===== src/hdl/hcca_pkg.sv =====
// ---------------------------------------------------------------------------
// hcca_pkg: shared codes for the hit cluster centroid accumulator
// Status codes reported with every result word.
// ---------------------------------------------------------------------------
`default_nettype none
package hcca_pkg;
    localparam logic [1:0] ST_ADDED = 2'd0;
    localparam logic [1:0] ST_DUP   = 2'd1;
    localparam logic [1:0] ST_FULL  = 2'd2;
endpackage
`default_nettype wire


===== src/hdl/hcca_div.sv =====
// ---------------------------------------------------------------------------
// hcca_div: signed radix-2 restoring divider
// One quotient bit per cycle, quotient truncated toward zero.
// ---------------------------------------------------------------------------
`default_nettype none
module hcca_div #(
    parameter int W = 48
) (
    input  wire logic         aclk,
    input  wire logic         aresetn,
    input  wire logic         start,
    input  wire logic [W-1:0] dividend,   // signed
    input  wire logic [W-1:0] divisor,    // positive
    output logic              done,
    output logic [W-1:0]      quotient
);
    localparam int CW = $clog2(W + 1);
    logic [W-1:0]  q_reg, q_next;
    logic [W:0]    r_reg, r_next;
    logic [W-1:0]  d_reg;
    logic          neg_reg;
    logic [CW-1:0] cnt_reg;
    logic          busy_reg;
    logic          done_reg;
    logic [W:0]    trial;
    logic [W-1:0]  mag;

    assign mag = dividend[W-1] ? (~dividend + W'(1)) : dividend;

    always_comb begin
        trial  = {r_reg[W-1:0], q_reg[W-1]} - {1'b0, d_reg};
        q_next = {q_reg[W-2:0], 1'b0};
        r_next = {r_reg[W-1:0], q_reg[W-1]};
        if (!trial[W]) begin
            r_next    = trial;
            q_next[0] = 1'b1;
        end
    end

    always_ff @(posedge aclk) begin
        if (!aresetn) begin
            busy_reg <= 1'b0;
            done_reg <= 1'b0;
            cnt_reg  <= '0;
        end else begin
            // pulse on the last quotient bit
            done_reg <= busy_reg && !start && cnt_reg == CW'(1);
            if (start) begin
                busy_reg <= 1'b1;
                cnt_reg  <= CW'(W);
                q_reg    <= mag;
                r_reg    <= '0;
                d_reg    <= divisor;
                neg_reg  <= dividend[W-1];
            end else if (busy_reg) begin
                q_reg   <= q_next;
                r_reg   <= r_next;
                cnt_reg <= cnt_reg - CW'(1);
                if (cnt_reg == CW'(1))
                    busy_reg <= 1'b0;
            end
        end
    end

    assign done     = done_reg;
    assign quotient = neg_reg ? (~q_reg + W'(1)) : q_reg;

`ifndef SYNTHESIS
    a_done_after_busy: assert property (@(posedge aclk) disable iff (!aresetn)
        done_reg |-> $past(busy_reg)) else $error("done without work");
    a_no_start_busy: assert property (@(posedge aclk) disable iff (!aresetn)
        busy_reg && !start |=> busy_reg || done_reg) else $error("divider lost");
    a_cnt_zero_idle: assert property (@(posedge aclk) disable iff (!aresetn)
        done_reg |-> !busy_reg) else $error("done while busy");
`endif
endmodule
`default_nettype wire


===== src/hdl/hit_cluster_centroid_accumulator_top.sv =====
// Hit cluster centroid accumulator. One result word per hit. From its accept
// to the next possible accept a hit occupies the block with six divisions on
// the one shared radix-2 divider, the duplicate search that walks the id store
// one member per cycle, the weighted products of the three axes when the hit
// is added, and the load of the result word. The result word waits in its own
// register, so the next hit is taken while it is held; only a second finished
// word stalls until the first one is accepted.
// ---------------------------------------------------------------------------
// hit_cluster_centroid_accumulator_top
// Accumulates sums per cluster and reports span, means and pulse stats.
// ---------------------------------------------------------------------------
`default_nettype none
module hit_cluster_centroid_accumulator_top #(
    parameter int MAX_HITS   = 16,
    parameter int POS_BITS   = 24,
    parameter int PULSE_BITS = 16
) (
    input  wire logic         aclk,
    input  wire logic         aresetn,
    input  wire logic         s_tvalid,
    output logic              s_tready,
    // tdata: hit_id, strip, pos_x, pos_y, pos_z, pulse (low bit up)
    input  wire logic [8*((24+3*POS_BITS+PULSE_BITS+7)/8)-1:0] s_tdata,
    // tuser: start_new
    input  wire logic         s_tuser,
    output logic              m_tvalid,
    input  wire logic         m_tready,
    // tdata: status, cluster_size, first_strip, last_strip, mean_x/y/z,
    // weighted_x/y/z, pulse_total, pulse_peak (low bit up)
    output logic [8*((59+6*POS_BITS+7)/8)-1:0] m_tdata
);
    localparam int IW  = 8*((24+3*POS_BITS+PULSE_BITS+7)/8);
    localparam int OW  = 8*((59+6*POS_BITS+7)/8);
    localparam int PB  = POS_BITS;
    localparam int SW  = PB + 8;
    localparam int WW  = PB + PULSE_BITS + 8;
    localparam int DW  = WW + 1;
    localparam int CW  = $clog2(MAX_HITS + 1);
    localparam int AW  = $clog2(MAX_HITS);
    localparam int PW  = PB + PULSE_BITS;
    localparam int QW  = PULSE_BITS + $clog2(MAX_HITS);

    typedef enum logic [4:0] {
        S_IDLE = 5'b00001, S_SRCH = 5'b00010, S_MUL = 5'b00100,
        S_DIV = 5'b01000, S_OUT = 5'b10000
    } state_t;
    state_t state_reg;

    logic [15:0] mem [MAX_HITS];
    logic [15:0] rd_reg;
    logic [IW-1:0] in_reg;
    logic start_reg, dup_reg;
    logic [CW-1:0] cnt_reg, idx_reg;
    logic [7:0] lo_reg, hi_reg;
    logic [SW-1:0] psum_reg [3];
    logic [WW-1:0] wsum_reg [3];
    logic [QW-1:0] pls_reg;
    logic [PULSE_BITS-1:0] pmax_reg;
    logic [2:0] k_reg;
    logic [1:0] st_reg;
    logic [PB-1:0] res_reg [6];
    logic [PW-1:0] prod_reg;
    logic [OW-1:0] out_reg;

    logic [15:0] id_in;
    logic [7:0] strip_in;
    logic [PB-1:0] pos_in [3];
    logic [PULSE_BITS-1:0] pulse_in;
    assign id_in    = in_reg[15:0];
    assign strip_in = in_reg[23:16];
    assign pos_in[0] = in_reg[24 +: PB];
    assign pos_in[1] = in_reg[24+PB +: PB];
    assign pos_in[2] = in_reg[24+2*PB +: PB];
    assign pulse_in = in_reg[24+3*PB +: PULSE_BITS];

    // divider operands chosen by step k: 0..2 plain, 3..5 weighted (plain when the pulse total is zero)
    logic div_start_reg, div_done;
    logic [DW-1:0] dvd, dvs, quo;
    logic [1:0] ax;
    assign ax = (k_reg >= 3'd3) ? 2'(k_reg - 3'd3) : k_reg[1:0];
    always_comb begin
        if (k_reg < 3'd3 || pls_reg == '0) begin
            dvd = DW'($signed(psum_reg[ax]));
            dvs = DW'(cnt_reg);
        end else begin
            dvd = DW'($signed(wsum_reg[ax]));
            dvs = DW'(pls_reg);
        end
    end

    hcca_div #(.W(DW)) u_div (
        .aclk(aclk), .aresetn(aresetn), .start(div_start_reg),
        .dividend(dvd), .divisor(dvs), .done(div_done), .quotient(quo)
    );

    logic new_clu;
    assign new_clu = start_reg || cnt_reg == '0;
    assign s_tready = state_reg == S_IDLE;

    always_ff @(posedge aclk) begin
        if (s_tvalid && s_tready) in_reg <= s_tdata;
        rd_reg <= mem[idx_reg[AW-1:0]];
        if (state_reg == S_MUL)
            prod_reg <= PW'($signed(pos_in[ax])) * PW'($signed({1'b0, pulse_in}));
    end

    always_ff @(posedge aclk) begin
        if (!aresetn) begin
            state_reg <= S_IDLE;
            m_tvalid  <= 1'b0;
            cnt_reg   <= '0;
            lo_reg <= '0; hi_reg <= '0; pls_reg <= '0; pmax_reg <= '0;
            for (int i = 0; i < 3; i++) begin
                psum_reg[i] <= '0; wsum_reg[i] <= '0;
            end
            div_start_reg <= 1'b0;
        end else begin
            if (state_reg == S_OUT && !m_tvalid) m_tvalid <= 1'b1;
            else if (m_tready) m_tvalid <= 1'b0;
            unique case (state_reg)
                S_IDLE: if (s_tvalid && s_tready) begin
                    start_reg <= s_tuser;
                    idx_reg   <= '0;
                    dup_reg   <= 1'b0;
                    state_reg <= S_SRCH;
                end
                S_SRCH: begin
                    // rd_reg holds the entry addressed in the cycle before
                    if (new_clu) begin
                        st_reg <= hcca_pkg::ST_ADDED;
                        mem[0] <= id_in;
                        cnt_reg <= CW'(1);
                        lo_reg <= strip_in; hi_reg <= strip_in;
                        pls_reg <= QW'(pulse_in); pmax_reg <= pulse_in;
                        for (int i = 0; i < 3; i++) begin
                            psum_reg[i] <= SW'($signed(pos_in[i]));
                            wsum_reg[i] <= '0;
                        end
                        k_reg <= '0;
                        state_reg <= S_MUL;
                    end else if (idx_reg != '0 && rd_reg == id_in && !dup_reg) begin
                        dup_reg <= 1'b1;
                    end else if (idx_reg < cnt_reg && !dup_reg) begin
                        idx_reg <= idx_reg + CW'(1);
                    end else begin
                        idx_reg <= idx_reg;
                        k_reg <= '0;
                        if (dup_reg) begin
                            st_reg <= hcca_pkg::ST_DUP;
                            div_start_reg <= 1'b1; state_reg <= S_DIV;
                        end else if (cnt_reg >= CW'(MAX_HITS)) begin
                            st_reg <= hcca_pkg::ST_FULL;
                            div_start_reg <= 1'b1; state_reg <= S_DIV;
                        end else begin
                            st_reg <= hcca_pkg::ST_ADDED;
                            mem[cnt_reg[AW-1:0]] <= id_in;
                            cnt_reg <= cnt_reg + CW'(1);
                            if (strip_in < lo_reg) lo_reg <= strip_in;
                            if (strip_in > hi_reg) hi_reg <= strip_in;
                            pls_reg <= pls_reg + QW'(pulse_in);
                            if (pulse_in > pmax_reg) pmax_reg <= pulse_in;
                            for (int i = 0; i < 3; i++)
                                psum_reg[i] <= psum_reg[i] + SW'($signed(pos_in[i]));
                            state_reg <= S_MUL;
                        end
                    end
                end
                S_MUL: begin
                    // one product per visit; accumulate on the next
                    if (k_reg != '0)
                        wsum_reg[2'(k_reg - 3'd1)] <= wsum_reg[2'(k_reg - 3'd1)] +
                            WW'($signed(prod_reg));
                    if (k_reg == 3'd3) begin
                        k_reg <= '0; div_start_reg <= 1'b1; state_reg <= S_DIV;
                    end else k_reg <= k_reg + 3'd1;
                end
                S_DIV: begin
                    div_start_reg <= div_done && k_reg != 3'd5;
                    if (div_done) begin
                        res_reg[k_reg] <= quo[PB-1:0];
                        if (k_reg == 3'd5) state_reg <= S_OUT;
                        else k_reg <= k_reg + 3'd1;
                    end
                end
                S_OUT: if (!m_tvalid) begin
                    // hold here until the previous word has left
                    out_reg <= OW'({16'(pmax_reg), 20'(pls_reg), res_reg[5],
                        res_reg[4], res_reg[3], res_reg[2], res_reg[1], res_reg[0],
                        hi_reg, lo_reg, 5'(cnt_reg), st_reg});
                    state_reg <= S_IDLE;
                end
                default: state_reg <= S_IDLE;
            endcase
        end
    end

    assign m_tdata = out_reg;

`ifndef SYNTHESIS
    a_no_take_busy: assert property (@(posedge aclk) disable iff (!aresetn)
        s_tready |-> state_reg == S_IDLE) else $error("accept while busy");
    a_cnt_bound: assert property (@(posedge aclk) disable iff (!aresetn)
        cnt_reg <= CW'(MAX_HITS)) else $error("count overflow");
    a_span: assert property (@(posedge aclk) disable iff (!aresetn)
        lo_reg <= hi_reg) else $error("strip span inverted");
`endif
endmodule
`default_nettype wire

===== config.mk =====
export PLATFORM = sky130hd
export DESIGN_NAME = hit_cluster_centroid_accumulator_top
export DESIGN_NICKNAME = d
export VERILOG_FILES = /design/src/hdl/hcca_pkg.sv /design/src/hdl/hcca_div.sv /design/src/hdl/hit_cluster_centroid_accumulator_top.sv
export SDC_FILE = /design/constraint.sdc
export NUM_CORES = 2
export LEC_CHECK = 0
export BUFFER_PORTS_ARGS = -buffer_cell sky130_fd_sc_hd__buf_2
export CELL_PAD_IN_SITES_DETAIL_PLACEMENT = 0
export CELL_PAD_IN_SITES_GLOBAL_PLACEMENT = 1
export CORE_MARGIN = 8
export CORE_UTILIZATION = 40
export DETAILED_ROUTE_END_ITERATION = 10
export PLACE_DENSITY_LB_ADDON = 0.1
export SLEW_MARGIN = 10
export SYNTH_ARGS = -nofsm -noshare
export SYNTH_HDL_FRONTEND = slang
export SYNTH_SLANG_ARGS = --single-unit

===== constraint.sdc =====
create_clock -name aclk -period 25.8 [get_ports aclk]
set_clock_uncertainty 0.15 [all_clocks]
set_input_delay 2.58 -clock aclk [delete_from_list [all_inputs] [get_ports aclk]]
set_output_delay 2.58 -clock aclk [all_outputs]
set_load 0.03 [all_outputs]

==> flow_summary.ini <==
[worst_setup_path]
arrival_ns = 11.38
slowest_delay_ns = 0.98
rr_startpoint = k_reg[0]
required_ns = 26.21
critical_path_class = reg2reg
endpoint_kind = flop
worstReg2RegEnd = prod_reg[38]
rr_worst_depth = 31
cpMaxStageDelayCell = ha_2
path_max_fanout = 39
startpoint_type = flop
rrSetupSlack_ns = 14.83

[clock_tree]
ctsResizeCount = 0
h-tree-depth = 4
clkSlewWorstSetupHoldPaths_ns = 0.06
cts_tree = yes
clock_latency_ns = 0.82
root_buffer = clkbuf_16
cts_setup_buffers = 0
cts_sinks = 1262
clk_path_buf_depth = 3
cts_hold_buf = 0
numCtsBuffers = 147

[floorplanning]
fp.dieW_microns = 447
start_util = 0.402
core_sq_mm = 0.185
die_area_sq_mm = 0.200
ioPinCount = 327
die_h_microns = 447
rows = 158

[global_routing]
grt-ovfl-total = 0
grt_pass1_vias = 49700
grt_pass1_wl_microns = 339000
grtUsageTotal = 0.227
antenna_found_initial = 9
grt_max_degree = 92

[route]
routed_wl_microns = 232000
drt_first_pass_iters = 6
drt_iter0_drc = 4210
viasPerCell = 5.46
wire_per_inst_microns = 25.6
drc = 0
vias = 49600
ant_nets = 0

[finish]
layout.nets = 7286
final_cell_mix = edfxtp_1, inv_1, nand2_1
area_delta_synth_final_pct = 13.3
layout_commonest_cell = edfxtp_1
register_area_sq_mm = 0.0370
fill_cells = 17000
drive_gt1_frac = 0.148
multi_input_area_sq_mm = 0.0342
largest_reg_flops = 256

[sta]
worst_pin_slew_ns = 1.18
final-hold-violation-count = 0
finalSetupViolCount = 0
rsz0062_at_grt = false
finalCritPeriodShare = 0.425
fin_tns_setup_ns = 0
slew_viol_final = 0
fmax_mhz = 91.2
slew_headroom = 0.210
period_minus_slack_ns = 10.97

[min_path]
hold-path-endpoint = m_tdata[82]
hold_depth = 0
hp-class = reg2reg
worstHoldStart = res_reg[2][11]

[flow_run]
maxCapViolCount = 0

[logic_synthesis]
ys_seq_area_frac = 0.497
synthFlopType = edfxtp_1
yosysUniqueCellTypes = 89
async_reset_ff_frac = 0
synth_area_per_cell_sq_um = 12.1
syn_area_sq_mm = 0.0745
ys_seq_elements = 1262
synth-edff-count = 1174
ys_warn_count = 0
synth_cells = 6141

[place]
port_buffers = 321
place_hpwl_microns = 165000
gp_congestion = 0.865

[run_status]
status = finished, final reports clean
## per-stage QoR
stage          worst slack [ns]  std cells  cell area [sq um]   util  hold slack [ns]
6_report                  14.83       9072              84300  0.455            0.252
5_1_grt                   14.26       9068              84300  0.455            0.251
4_1_cts                   14.75       9068              84300  0.455            0.242
3_5_place_dp              14.78       8799              79300  0.428            0.255
3_3_place_gp              14.85       8799              79300  0.428            0.251
2_1_floorplan              6.83       6145              74500      -            0.250
## worst max-delay path: cells and delay by family, from the launching register on
kind	cells	cell delay, ns
buffers and inverters	10	2.42
AO/OA/AOI/OAI	9	2.64
flip-flops	1	0.32
AND/OR/NAND/NOR	4	0.61
adder cells (fa/ha/maj)	8	4.50
## Yosys cell counts, drive strengths merged, types with 124 or more instances
master / count / share of area
xnor2: 161 / 0.019
nand3: 126 / 0.0085
xor2: 124 / 0.015
and2: 186 / 0.016
fa: 378 / 0.10
clkbuf: 210 / 0.011
a21oi: 206 / 0.014
inv: 667 / 0.034
nand2: 550 / 0.028
edfxtp: 1174 / 0.47
o21ai: 247 / 0.017
nor2: 376 / 0.019
ha: 323 / 0.054
mux4: 155 / 0.047
## logic make-up after synthesis
group | share of synthesized area
simple gates | 0.108
flops | 0.497
compound gates | 0.0853
buf+inv | 0.0481
fa+ha+maj | 0.156
mux | 0.0721
xor+xnor | 0.0335
other cells | 0.0000504
## final cells by class
class	count	share of cell area
sequential	1262	0.439
clock inverter	82	0.0136
antenna	4	0.000119
timing repair buffer	443	0.0299
inverter	668	0.0297
clock buffer	187	0.0460
tap	2480	0.0368
multi-input combinational	3946	0.405
## how the worst max path moves through the flow
stage	from	end	depth (start not counted)
6_report	k_reg[0]	prod_reg[38]	31
5_1_grt	k_reg[0]	prod_reg[38]	33
4_1_cts	k_reg[0]	prod_reg[38]	31
3_5_place_dp	k_reg[0]	prod_reg[38]	31
3_3_place_gp	k_reg[0]	prod_reg[38]	33
2_1_floorplan	aresetn	m_tdata[0]	3
## per-layer routing
layer | vias to the layer above | share of wire | GRT usage
li1 | 22500 | - | -
met1 | 25400 | 0.45 | 0.316
met2 | 1400 | 0.48 | 0.380
met3 | 269 | 0.054 | 0.0301
met4 | 0 | 0.022 | 0.0521
met5 | - | 0 | 0
Power is not shown: default switching activity piles up to over one toggle a cycle in this logic, so the estimate is an artifact.
